===== config.mk =====
export PLATFORM = sky130hd
export DESIGN_NAME = touch_sample_filter_and_pen_state_top
export DESIGN_NICKNAME = d
export VERILOG_FILES = /design/src/rtl/core/tsf_pkg.sv /design/src/rtl/core/touch_sample_filter_and_pen_state_top.sv
export SDC_FILE = /design/constraint.sdc
export NUM_CORES = 2
export LEC_CHECK = 0
export ABC_AREA = 1
export BUFFER_PORTS_ARGS = -buffer_cell sky130_fd_sc_hd__buf_2
export CELL_PAD_IN_SITES_DETAIL_PLACEMENT = 0
export CELL_PAD_IN_SITES_GLOBAL_PLACEMENT = 1
export CORE_MARGIN = 1.5
export CORE_UTILIZATION = 50
export CTS_BUF_LIST = sky130_fd_sc_hd__clkbuf_2
export CTS_CLUSTER_SIZE = 16
export DETAILED_ROUTE_END_ITERATION = 8
export GPL_TIMING_DRIVEN = 0
export PLACE_DENSITY = 0.83
export SLEW_MARGIN = 20
export SYNTH_ARGS = -nofsm -noshare
export SYNTH_HDL_FRONTEND = slang
export SYNTH_SLANG_ARGS = --single-unit

===== constraint.sdc =====
create_clock -name clk -period 9.7 [get_ports clk]
set_clock_uncertainty 0.05 [all_clocks]
set_input_delay 1.94 -clock clk [delete_from_list [all_inputs] [get_ports clk]]
set_output_delay 1.94 -clock clk [all_outputs]
set_load 0.01 [all_outputs]

===== src/rtl/core/tsf_pkg.sv =====
// Shared constants, codes and helpers for the touch sample filter.
package tsf_pkg;

	localparam int SAMPLES_PER_GROUP = 5;
	localparam int TRIM_DIV          = SAMPLES_PER_GROUP - 2;

	localparam int SMP_W  = 12;
	localparam int POS_W  = 16;
	localparam int GAIN_W = 19;
	localparam int OFS_W  = 16;
	localparam int WIN_W  = 12;
	localparam int FRAC_W = 16;
	localparam int SUM_W  = $clog2(SAMPLES_PER_GROUP * ((1 << SMP_W) - 1) + 1);
	localparam int CNT_W  = $clog2(SAMPLES_PER_GROUP + 1);
	localparam int PROD_W = GAIN_W + SMP_W + 1;
	localparam int ADDR_W = 5;
	localparam int DATA_W = 32;

	// divide the trimmed sum by TRIM_DIV through a rounded-up reciprocal
	localparam int MEAN_SHIFT = SUM_W + $clog2(TRIM_DIV);
	localparam int RECIP_W    = SUM_W + 1;
	localparam int MPROD_W    = SUM_W + RECIP_W;
	localparam logic [RECIP_W-1:0] TRIM_RECIP =
		RECIP_W'(((1 << MEAN_SHIFT) + TRIM_DIV - 1) / TRIM_DIV);

	typedef logic [1:0] func_t;
	localparam func_t FUNC_SAMPLE = 2'd0;
	localparam func_t FUNC_PENUP  = 2'd1;
	localparam func_t FUNC_CLEAR  = 2'd2;

	typedef logic [1:0] ev_t;
	localparam ev_t EV_NONE  = 2'd0;
	localparam ev_t EV_SCAN  = 2'd1;
	localparam ev_t EV_PENUP = 2'd2;
	localparam ev_t EV_CLEAR = 2'd3;

	typedef logic [1:0] phase_t;
	localparam phase_t PH_X1 = 2'd0;
	localparam phase_t PH_Y1 = 2'd1;
	localparam phase_t PH_X2 = 2'd2;
	localparam phase_t PH_Y2 = 2'd3;

	typedef logic [2:0] reg_idx_t;
	localparam reg_idx_t REG_RAW_MODE = 3'd0;
	localparam reg_idx_t REG_X_GAIN   = 3'd1;
	localparam reg_idx_t REG_X_OFFSET = 3'd2;
	localparam reg_idx_t REG_Y_GAIN   = 3'd3;
	localparam reg_idx_t REG_Y_OFFSET = 3'd4;
	localparam reg_idx_t REG_WINDOW   = 3'd5;

	localparam logic signed [GAIN_W-1:0] GAIN_RESET = 19'sd65536;
	localparam logic [WIN_W-1:0]         WIN_RESET  = 12'd50;
	localparam logic [POS_W-1:0]         POS_IDLE   = 16'hFFFF;

	// add offset in Q.16, drop fraction, clamp negatives to zero
	function automatic logic [POS_W-1:0] scale_sat(
		input logic signed [PROD_W-1:0] prod,
		input logic signed [OFS_W-1:0]  ofs
	);
		logic [PROD_W:0] t;
		t = {prod[PROD_W-1], prod} + {ofs[OFS_W-1], ofs, {FRAC_W{1'b0}}};
		return t[PROD_W] ? '0 : t[PROD_W-1 -: POS_W];
	endfunction

endpackage


===== src/rtl/core/touch_sample_filter_and_pen_state_top.sv =====
// Touch sample filter and pen state tracker, top level.
//
// Requests are taken on every cycle (busy is always low) and each one moves
// through a fixed six-stage pipeline: a request that gives a result passes
// through v_s1, ev_s2, ev_s3, ev_s4 and ev_s5 before done rises, and results
// leave in request order, one per cycle at most. The receiver cannot hold
// results off: done is high for a single cycle per result, and each result
// stays on the ports only until the next one replaces it. Sample requests only
// give a result when they complete the fourth (Y) group of a scan; pen-up and
// clear-caught requests always give one; function code 3 is dropped. The stages
// are: input register, running sum/min/max, trimmed mean, agreement and
// averaging, gain multiply, offset/saturate and pen state update. Write
// configuration only when no request is in flight.
module touch_sample_filter_and_pen_state_top (
	input  logic                            clk,
	input  logic                            arst_n,
	input  logic                            start,
	output logic                            busy,
	input  logic [1:0]                      func,
	input  logic [tsf_pkg::SMP_W-1:0]       sample,
	output logic                            done,
	output logic                            pressed,
	output logic                            caught,
	output logic                            read_ok,
	output logic [tsf_pkg::POS_W-1:0]       pos_x,
	output logic [tsf_pkg::POS_W-1:0]       pos_y,
	output logic [tsf_pkg::POS_W-1:0]       first_x,
	output logic [tsf_pkg::POS_W-1:0]       first_y,
	input  logic                            psel,
	input  logic                            penable,
	input  logic                            pwrite,
	input  logic [tsf_pkg::ADDR_W-1:0]      paddr,
	input  logic [tsf_pkg::DATA_W-1:0]      pwdata,
	output logic [tsf_pkg::DATA_W-1:0]      prdata,
	output logic                            pready
);

	localparam int SMP_W   = tsf_pkg::SMP_W;
	localparam int POS_W   = tsf_pkg::POS_W;
	localparam int SUM_W   = tsf_pkg::SUM_W;
	localparam int CNT_W   = tsf_pkg::CNT_W;
	localparam int GAIN_W  = tsf_pkg::GAIN_W;
	localparam int OFS_W   = tsf_pkg::OFS_W;
	localparam int WIN_W   = tsf_pkg::WIN_W;
	localparam int PROD_W  = tsf_pkg::PROD_W;
	localparam int DATA_W  = tsf_pkg::DATA_W;
	localparam int MPROD_W = tsf_pkg::MPROD_W;

	// configuration registers
	logic                     raw_mode_q;
	logic signed [GAIN_W-1:0] x_gain_q;
	logic signed [OFS_W-1:0]  x_offset_q;
	logic signed [GAIN_W-1:0] y_gain_q;
	logic signed [OFS_W-1:0]  y_offset_q;
	logic [WIN_W-1:0]         window_q;
	logic                     cfg_wr;
	tsf_pkg::reg_idx_t        cfg_idx;

	// input register
	logic                     v_s1;
	tsf_pkg::func_t           func_s1;
	logic [SMP_W-1:0]         sample_s1;

	// group accumulation
	logic [CNT_W-1:0]         cnt_q;
	logic [SUM_W-1:0]         sum_q;
	logic [SMP_W-1:0]         min_q;
	logic [SMP_W-1:0]         max_q;
	tsf_pkg::phase_t          phase_q;
	logic [SUM_W-1:0]         sum_n;
	logic [SMP_W-1:0]         min_n;
	logic [SMP_W-1:0]         max_n;
	logic                     grp_end;
	tsf_pkg::ev_t             ev_n;

	logic                     grp_v_s2;
	tsf_pkg::phase_t          grp_phase_s2;
	logic [SUM_W-1:0]         sum_s2;
	logic [SMP_W-1:0]         min_s2;
	logic [SMP_W-1:0]         max_s2;
	tsf_pkg::ev_t             ev_s2;

	// trimmed mean
	logic [SUM_W-1:0]         trimmed;
	logic [MPROD_W-1:0]       mean_prod;
	logic [SMP_W-1:0]         mean;
	logic [SMP_W-1:0]         frx_q;
	logic [SMP_W-1:0]         fry_q;
	logic [SMP_W-1:0]         srx_q;
	logic [SMP_W-1:0]         mean_s3;
	tsf_pkg::ev_t             ev_s3;

	// agreement and average
	logic [SMP_W-1:0]         dx;
	logic [SMP_W-1:0]         dy;
	logic [SMP_W:0]           sx;
	logic [SMP_W:0]           sy;
	logic                     ok_s4;
	logic [SMP_W-1:0]         ax_s4;
	logic [SMP_W-1:0]         ay_s4;
	tsf_pkg::ev_t             ev_s4;

	// gain multiply
	logic                     ok_s5;
	logic [SMP_W-1:0]         ax_s5;
	logic [SMP_W-1:0]         ay_s5;
	logic signed [PROD_W-1:0] px_s5;
	logic signed [PROD_W-1:0] py_s5;
	tsf_pkg::ev_t             ev_s5;

	// offset, saturate and pen state
	logic [POS_W-1:0]         new_x;
	logic [POS_W-1:0]         new_y;
	logic [POS_W-1:0]         cur_x_n;
	logic [POS_W-1:0]         cur_y_n;

	assign busy   = 1'b0;
	assign pready = 1'b1;

	// configuration port
	assign cfg_wr  = psel && penable && pwrite && pready;
	assign cfg_idx = paddr[4:2];

	always_ff @(posedge clk or negedge arst_n) begin
		if (!arst_n) begin
			raw_mode_q <= 1'b0;
			x_gain_q   <= tsf_pkg::GAIN_RESET;
			x_offset_q <= '0;
			y_gain_q   <= tsf_pkg::GAIN_RESET;
			y_offset_q <= '0;
			window_q   <= tsf_pkg::WIN_RESET;
		end else if (cfg_wr) begin
			unique case (cfg_idx)
				tsf_pkg::REG_RAW_MODE: raw_mode_q <= pwdata[0];
				tsf_pkg::REG_X_GAIN:   x_gain_q   <= pwdata[GAIN_W-1:0];
				tsf_pkg::REG_X_OFFSET: x_offset_q <= pwdata[OFS_W-1:0];
				tsf_pkg::REG_Y_GAIN:   y_gain_q   <= pwdata[GAIN_W-1:0];
				tsf_pkg::REG_Y_OFFSET: y_offset_q <= pwdata[OFS_W-1:0];
				tsf_pkg::REG_WINDOW:   window_q   <= pwdata[WIN_W-1:0];
				default: ;
			endcase
		end
	end

	always_comb begin
		unique case (cfg_idx)
			tsf_pkg::REG_RAW_MODE: prdata = {{(DATA_W-1){1'b0}}, raw_mode_q};
			tsf_pkg::REG_X_GAIN:   prdata = {{(DATA_W-GAIN_W){x_gain_q[GAIN_W-1]}}, x_gain_q};
			tsf_pkg::REG_X_OFFSET: prdata = {{(DATA_W-OFS_W){x_offset_q[OFS_W-1]}}, x_offset_q};
			tsf_pkg::REG_Y_GAIN:   prdata = {{(DATA_W-GAIN_W){y_gain_q[GAIN_W-1]}}, y_gain_q};
			tsf_pkg::REG_Y_OFFSET: prdata = {{(DATA_W-OFS_W){y_offset_q[OFS_W-1]}}, y_offset_q};
			tsf_pkg::REG_WINDOW:   prdata = {{(DATA_W-WIN_W){1'b0}}, window_q};
			default:               prdata = '0;
		endcase
	end

	// input register
	always_ff @(posedge clk or negedge arst_n) begin
		if (!arst_n) begin
			v_s1 <= 1'b0;
		end else begin
			v_s1 <= start && !busy;
		end
	end

	always_ff @(posedge clk) begin
		if (start && !busy) begin
			func_s1   <= func;
			sample_s1 <= sample;
		end
	end

	// running sum, min and max
	assign sum_n = sum_q + SUM_W'(sample_s1);
	assign min_n = (sample_s1 < min_q) ? sample_s1 : min_q;
	assign max_n = (sample_s1 > max_q) ? sample_s1 : max_q;

	assign grp_end = v_s1 && (func_s1 == tsf_pkg::FUNC_SAMPLE) &&
		(cnt_q == CNT_W'(tsf_pkg::SAMPLES_PER_GROUP - 1));

	always_comb begin
		ev_n = tsf_pkg::EV_NONE;
		if (v_s1) begin
			unique case (func_s1)
				tsf_pkg::FUNC_SAMPLE: begin
					if (grp_end && phase_q == tsf_pkg::PH_Y2) begin
						ev_n = tsf_pkg::EV_SCAN;
					end
				end
				tsf_pkg::FUNC_PENUP: ev_n = tsf_pkg::EV_PENUP;
				tsf_pkg::FUNC_CLEAR: ev_n = tsf_pkg::EV_CLEAR;
				default: ;
			endcase
		end
	end

	always_ff @(posedge clk or negedge arst_n) begin
		if (!arst_n) begin
			cnt_q    <= '0;
			sum_q    <= '0;
			min_q    <= '1;
			max_q    <= '0;
			phase_q  <= tsf_pkg::PH_X1;
			grp_v_s2 <= 1'b0;
			ev_s2    <= tsf_pkg::EV_NONE;
		end else begin
			grp_v_s2 <= grp_end;
			ev_s2    <= ev_n;
			if (v_s1) begin
				unique case (func_s1)
					tsf_pkg::FUNC_SAMPLE: begin
						if (grp_end) begin
							cnt_q   <= '0;
							sum_q   <= '0;
							min_q   <= '1;
							max_q   <= '0;
							phase_q <= phase_q + 2'd1;
						end else begin
							cnt_q <= cnt_q + CNT_W'(1);
							sum_q <= sum_n;
							min_q <= min_n;
							max_q <= max_n;
						end
					end
					tsf_pkg::FUNC_PENUP: begin
						cnt_q   <= '0;
						sum_q   <= '0;
						min_q   <= '1;
						max_q   <= '0;
						phase_q <= tsf_pkg::PH_X1;
					end
					tsf_pkg::FUNC_CLEAR: ;
					default: ;
				endcase
			end
		end
	end

	always_ff @(posedge clk) begin
		grp_phase_s2 <= phase_q;
		sum_s2       <= sum_n;
		min_s2       <= min_n;
		max_s2       <= max_n;
	end

	// trimmed mean
	assign trimmed   = sum_s2 - SUM_W'(min_s2) - SUM_W'(max_s2);
	assign mean_prod = MPROD_W'(trimmed) * MPROD_W'(tsf_pkg::TRIM_RECIP);
	assign mean      = mean_prod[tsf_pkg::MEAN_SHIFT +: SMP_W];

	always_ff @(posedge clk or negedge arst_n) begin
		if (!arst_n) begin
			frx_q <= '0;
			fry_q <= '0;
			srx_q <= '0;
			ev_s3 <= tsf_pkg::EV_NONE;
		end else begin
			ev_s3 <= ev_s2;
			if (grp_v_s2) begin
				unique case (grp_phase_s2)
					tsf_pkg::PH_X1: frx_q <= mean;
					tsf_pkg::PH_Y1: fry_q <= mean;
					tsf_pkg::PH_X2: srx_q <= mean;
					tsf_pkg::PH_Y2: ;
				endcase
			end
		end
	end

	always_ff @(posedge clk) begin
		mean_s3 <= mean;
	end

	// agreement and pair average
	assign dx = (frx_q > srx_q) ? (frx_q - srx_q) : (srx_q - frx_q);
	assign dy = (fry_q > mean_s3) ? (fry_q - mean_s3) : (mean_s3 - fry_q);
	assign sx = {1'b0, frx_q} + {1'b0, srx_q};
	assign sy = {1'b0, fry_q} + {1'b0, mean_s3};

	always_ff @(posedge clk or negedge arst_n) begin
		if (!arst_n) begin
			ev_s4 <= tsf_pkg::EV_NONE;
		end else begin
			ev_s4 <= ev_s3;
		end
	end

	always_ff @(posedge clk) begin
		ok_s4 <= (dx < window_q) && (dy < window_q);
		ax_s4 <= sx[SMP_W:1];
		ay_s4 <= sy[SMP_W:1];
	end

	// gain multiply
	always_ff @(posedge clk or negedge arst_n) begin
		if (!arst_n) begin
			ev_s5 <= tsf_pkg::EV_NONE;
		end else begin
			ev_s5 <= ev_s4;
		end
	end

	always_ff @(posedge clk) begin
		ok_s5 <= ok_s4;
		ax_s5 <= ax_s4;
		ay_s5 <= ay_s4;
		px_s5 <= $signed({1'b0, ax_s4}) * x_gain_q;
		py_s5 <= $signed({1'b0, ay_s4}) * y_gain_q;
	end

	// offset, saturate, pen state and result
	assign new_x   = raw_mode_q ? POS_W'(ax_s5) : tsf_pkg::scale_sat(px_s5, x_offset_q);
	assign new_y   = raw_mode_q ? POS_W'(ay_s5) : tsf_pkg::scale_sat(py_s5, y_offset_q);
	assign cur_x_n = ok_s5 ? new_x : pos_x;
	assign cur_y_n = ok_s5 ? new_y : pos_y;

	always_ff @(posedge clk or negedge arst_n) begin
		if (!arst_n) begin
			done    <= 1'b0;
			pressed <= 1'b0;
			caught  <= 1'b0;
			read_ok <= 1'b0;
			pos_x   <= '0;
			pos_y   <= '0;
			first_x <= '0;
			first_y <= '0;
		end else begin
			done <= (ev_s5 != tsf_pkg::EV_NONE);
			unique case (ev_s5)
				tsf_pkg::EV_NONE: ;
				tsf_pkg::EV_SCAN: begin
					read_ok <= ok_s5;
					pos_x   <= cur_x_n;
					pos_y   <= cur_y_n;
					if (!pressed) begin
						pressed <= 1'b1;
						caught  <= 1'b1;
						first_x <= cur_x_n;
						first_y <= cur_y_n;
					end
				end
				tsf_pkg::EV_PENUP: begin
					read_ok <= 1'b0;
					if (pressed) begin
						pressed <= 1'b0;
					end else begin
						first_x <= '0;
						first_y <= '0;
						pos_x   <= tsf_pkg::POS_IDLE;
						pos_y   <= tsf_pkg::POS_IDLE;
					end
				end
				tsf_pkg::EV_CLEAR: begin
					read_ok <= 1'b0;
					caught  <= 1'b0;
				end
			endcase
		end
	end

	assert property (@(posedge clk) disable iff (!arst_n)
		done |-> $past(ev_s5 != tsf_pkg::EV_NONE))
		else $error("result strobe without a request in the last stage");

	assert property (@(posedge clk) disable iff (!arst_n)
		(done && read_ok) |-> pressed)
		else $error("agreed scan left the pen released");

	assert property (@(posedge clk) disable iff (!arst_n)
		cnt_q < CNT_W'(tsf_pkg::SAMPLES_PER_GROUP))
		else $error("group sample count overran");

	assert property (@(posedge clk) disable iff (!arst_n)
		grp_v_s2 |-> ((ev_s2 == tsf_pkg::EV_SCAN) == (grp_phase_s2 == tsf_pkg::PH_Y2)))
		else $error("scan end not tied to the last group");

endmodule

### Yosys cells after proc, flatten, opt, wreduce, memory -nomap -nowiden

Index checks and enable logic that the tools add are counted.

* $mul: 3
* reductions and logical operators: 29
* add/sub/neg operators: 13
* divide/modulo/power cells: 0
* mux-type cells: 36
* shifts and indexed selects: 0
* bitwise operators: 0
* magnitude comparators: 6
* equality and inequality tests: 17

Operators with widths (count)
* $pmux 32 s6: 1
* $mux 16: 10
* $pmux 16 s2: 4
* $mux 12: 6
* $add 32x32->33: 2
* $mul 13x19->32: 2
* $pmux 12 s2: 2
* $sub 12x12->12: 4
* $gt 12x12->1: 3
* $lt 12x12->1: 3
* $pmux 15 s2: 1
* $sub 15x12->15: 2
* $mul 15x16->29 const B: 1
* $add 12x12->13: 2
* $reduce_and 2->1: 12
* $add 15x12->15: 1
* $mux 15: 1
* $eq 2x2->1 const B: 5
* $reduce_bool 2->1: 5
* $eq 3x3->1 const B: 3
* $eq 2x1->1 const B: 3
* $eq 3x2->1 const B: 2
* $logic_and 1x1->1: 6
* $ne 2x2->1 const B: 3
* other kinds (14): 20

* logic and storage cells: 147
* output and inout bits: 102
* RAM bits: 0
* memory bits (read-only): 0
* flip-flop bits (word level): 422
* bits in latches: 0
* memories kept: 0

### Depth between registers and ports, before layout

* word-level depth: 7
* depth in mapped cells: 37
* gate-level depth less buffers: 36

### Worst setup path after synthesis

OpenSTA, ideal clock, no wires.

* path type: reg-to-reg
* start: register min_s2[10]
* end: register mean_s3[11]
* data arrival time: 6059 ps
* stages on the path, launching flop included: 31
* period minus slack after synthesis: 6224 ps
* slack: 3476 ps
* cells stage by stage: dfxtp_1 inv_1 fa_1 ha_1 buf_2 a21o_1 a31oi_1 nand3_1 nand2_1 inv_1 o21ai_0 nand2_1 nand2_1 nand2_1 ha_1 inv_1 fa_1 fa_1 fa_1 inv_1 fa_1 fa_1 ha_1 a21oi_1 a21boi_0 nor2_1 nor2_1 nor2_1 nor2_1 nand3_1 and2_1

* cells in the longest elaborated chain, start to end: 3

RTL lines
* start, declared: line touch_sample_filter_and_pen_state_top.sv:79 `logic [SMP_W-1:0] min_s2;`
* start signal, assigned: line touch_sample_filter_and_pen_state_top.sv:242 `min_s2 <= min_n;`
* $sub 15x12->15 (2 in series): line touch_sample_filter_and_pen_state_top.sv:247 `assign trimmed = sum_s2 - SUM_W'(min_s2) - SUM_W'(max_s2);`
* $mul 15x16->29: line touch_sample_filter_and_pen_state_top.sv:248 `assign mean_prod = MPROD_W'(trimmed) * MPROD_W'(tsf_pkg::TRIM_RECIP);`
* named net mean_prod[28]: line touch_sample_filter_and_pen_state_top.sv:85 `logic [MPROD_W-1:0] mean_prod;`
* end signal, assigned: line touch_sample_filter_and_pen_state_top.sv:271 `mean_s3 <= mean;`
* end, declared: line touch_sample_filter_and_pen_state_top.sv:90 `logic [SMP_W-1:0] mean_s3;`

The timed path passes the listed nets, and every way through them passes these cells.
A chain may end at the register's enable or synchronous reset.

### Worst setup path after layout

* start: register min_s2[2]
* end: register mean_s3[7]

The elaborated chain is that of the path after synthesis.

==> summary.md <==
| Metric | Value |
|---|---|
| Status | finished, final reports clean |
| WHS Endpoint | ev_s4[0] |
| Worst-Skew Late Latency | 1.25 ns |
| Post-DP HPWL | 102.9 mm |
| Synth Area in Adders | 35.20% |
| NumNets Final | 6793 |
| IO buf count | 141 |
| Post-route DRC | 0 |
| Synth Flop Type | dfrtp_1 |
| GRT overflow | 0 |
| Seq/Total Area, Yosys | 21.31% |
| Initial antenna violation count | 12 |
| Design area | 46340 µm² |
| Initial core utilization | 50.49% |
| Clk slew on worst S/H paths | 0.13 ns |
| RR Endpoint | mean_s3[7] |
| Share of layout cells above drive strength 1 | 7.901% |
| Syn-to-layout area delta | 7.616% |
| RSZ-0062 raised after global routing | no |
| Drt wl/cell | 17.50 µm |
| Worst Path Max Fanout | 5 |
| Vias | 35.85k |
| Compound-Gate Fraction of Synth Area | 8.592% |
| Max cap viols | 0 |
| TritonCTS sink count | 390 |
| CP Data Required Time | 10.64 ns |
| Global-route wire length before repair | 195.2 mm |
| Largest net degree at the start of global routing | 85 |
| Reg-to-reg critical path startpoint | min_s2[2] |
| CTS tree | built |
| Final worst-path cycle share | 75.15% |
| Register Area | 9175 µm² |
| Core Area | 85280 µm² |
| Synth Cell Area | 43060 µm² |
| Post-Syn Area per Cell | 7.728 µm² |
| Synth cell types | 61 |
| Gr usage total | 28.74% |
| CTS Buf Count | 105 |
| Cells after Synth | 5572 |
| Root Buffer | clkbuf_2 |
| Max clock buf depth | 3 |
| Final Core Density | 54.34% |
| Resized cells post-CTS | 0 |
| Simple-gate portion of the synthesized area | 19.40% |
| Post-synthesis mux area share | 0% |
| Die Area | 87890 µm² |
| Post-CTS Setup Bufs | 0 |
| WHS Path Cells | 0 |
| Post-route minimum period | 7.290 ns |
| Most frequent cells in the layout | 1436 x nand2_1, 1255 x inv_1, 496 x fa_1 |
| H-tree depth | 3 |
| Routed wire length | 123.5 mm |
| Critical path's slowest cell | fa_1 |
| CP arrival | 8.23 ns |
| Most common cell after layout, fill and taps aside | nand2_1 |
| Fillers | 8468 |
| Seq cells post-synth | 390 |
| Min-Delay Path Class | register to register |
| Iteration count of the initial detailed-routing pass | 8 |
| # setup viols final | 0 |
| Post-Syn Nets | 6543 |
| Type of the worst setup path | register to register |
| Vias in the first global route | 35.90k |
| Cell mode on critical path | fa_1 |
| Slew @ Worst Pin | 1.091 ns |
| Routed vias/inst | 5.079 |
| Synth warn | 0 |
| R2R Setup Slk | 2.41 ns |
| Iter 0 DRT Violations | 2405 |
| Max incr delay on CP | 0.52 ns |
| Synth Area in XOR/XNOR | 2.499% |
| Critical path endpoint category | register |
| Core Rows | 107 |
| I/O pin cnt | 159 |
| Async SR Flop Fraction | 61.79% |
| Placed cell area | 45260 µm² |
| Number of synthesized flops with an enable pin | 14 |
| Highest clock rate | 137.2 MHz |
| Placer Congestion | 0.9796 |
| Post-route ant nets | 0 |
| Number of hold buffers added after CTS | 0 |
| Setup_tns | 0 ns |
| Combinational family with the most area after synthesis | adder cells |
| Crit start category | register |
| Multi-input logic area | 28290 µm² |
| FF-to-FF path depth | 28 |
| Max-slew violations | 0 |
| Die Width | 296.5 µm |
| Final hold violations | 0 |
| Die Height | 296.5 µm |
| Relative slew slack | 26.72% |
| Hold path startpoint | ev_s3[0] |
-- cell type report --
type | count | share of cell area [%]
clock buffer | 161 | 1.739
sequential | 390 | 19.80
timing repair buffer | 143 | 1.663
clock inverter | 35 | 0.5697
inverter | 1268 | 10.27
tap | 1144 | 3.089
multi-input combinational | 3736 | 61.06
antenna | 3 | 0.01620
buffer | 178 | 1.796
-- cell usage after synthesis (11+ instances only) --
cell	instances	area (µm²)
nand2_1	1436	5390
inv_1	1255	4711
fa_1	496	9930
ha_1	418	5230
a21oi_1	251	1256
o21ai_0	239	1196
nor2_1	231	867.1
dfrtp_1	224	5605
nand3_1	195	975.9
dfxtp_1	135	2703
clkbuf_1	117	439.2
xor2_1	92	805.8
nand4_1	35	219.0
nor3_1	34	170.2
or2_2	32	200.2
xnor2_1	29	254.0
o21bai_1	26	195.2
o22ai_1	25	156.4
nand2_2	24	150.1
buf_4	21	157.7
o21ai_1	18	90.09
a21o_1	17	127.6
buf_1	17	63.81
dfstp_2	17	446.7
buf_2	15	75.07
and2_1	14	87.58
edfxtp_1	14	420.4
a31oi_1	13	81.33
o211ai_1	13	97.59
nand3b_1	11	82.58
-- cell families (layout without fill, tap and decap cells) --
kind of cell | after synthesis | in the layout
buffers and inverters | 1446 | 1785
AND/OR/NAND/NOR | 2038 | 2038
XOR/XNOR | 122 | 122
other | 2 | 5
AO/OA/AOI/OAI | 660 | 660
adder cells (fa/ha/maj) | 914 | 914
flip-flops | 390 | 390
-- metrics by stage --
stage,worst slack (ns),hold slack (ns),instances
floorplan,3.476,0.2596,5572
global placement,1.919,0.2680,6857
detailed placement,2.486,0.2628,6859
CTS,2.398,0.2465,7055
global route,1.962,0.2627,7057
finish,2.410,0.2173,7058
-- flip-flops by register name (all words and copies together), names as in the netlist, 15 cells and up --
register	cells
x_gain_q	19
y_gain_q	19
first_x	16
first_y	16
pos_x	16
pos_y	16
px_s5	16
py_s5	16
x_offset_q	16
y_offset_q	16
sum_q	15
sum_s2	15
-- per-layer routing --
metal / GRT usage [%] / up-vias / share of wire, %
met1: 38.12 / 17050 / 43
met4: 8.761 / 8 / 2.8
li1: - / 17520 / -
met2: 48.43 / 1071 / 47
met3: 4.311 / 207 / 6.7
met5: 0 / - / 0.039
-- worst max-delay path: cells and delay by family (launching register included) --
kind                       cells  cell delay [ns]
buffers and inverters          4             0.22
AOI/OAI and AO/OA              7             1.57
and+or+nand+nor                8             1.14
adders and majority gates      9             3.87
DFF                            1             0.35
-- worst max path at each step --
stage | end | slack (ns) | from | cells after the start
after floorplan | mean_s3[11] | 3.48 | min_s2[10] | 30
after global placement | max_q[9] | 1.92 | arst_n | 1
after detailed placement | mean_s3[7] | 2.49 | min_s2[2] | 28
after CTS | mean_s3[11] | 2.40 | min_s2[6] | 30
after global routing | mean_s3[11] | 1.96 | min_s2[6] | 30
final | mean_s3[7] | 2.41 | min_s2[2] | 28
Power is not shown: default switching activity piles up to over one toggle a cycle in this logic, so the estimate is an artifact.
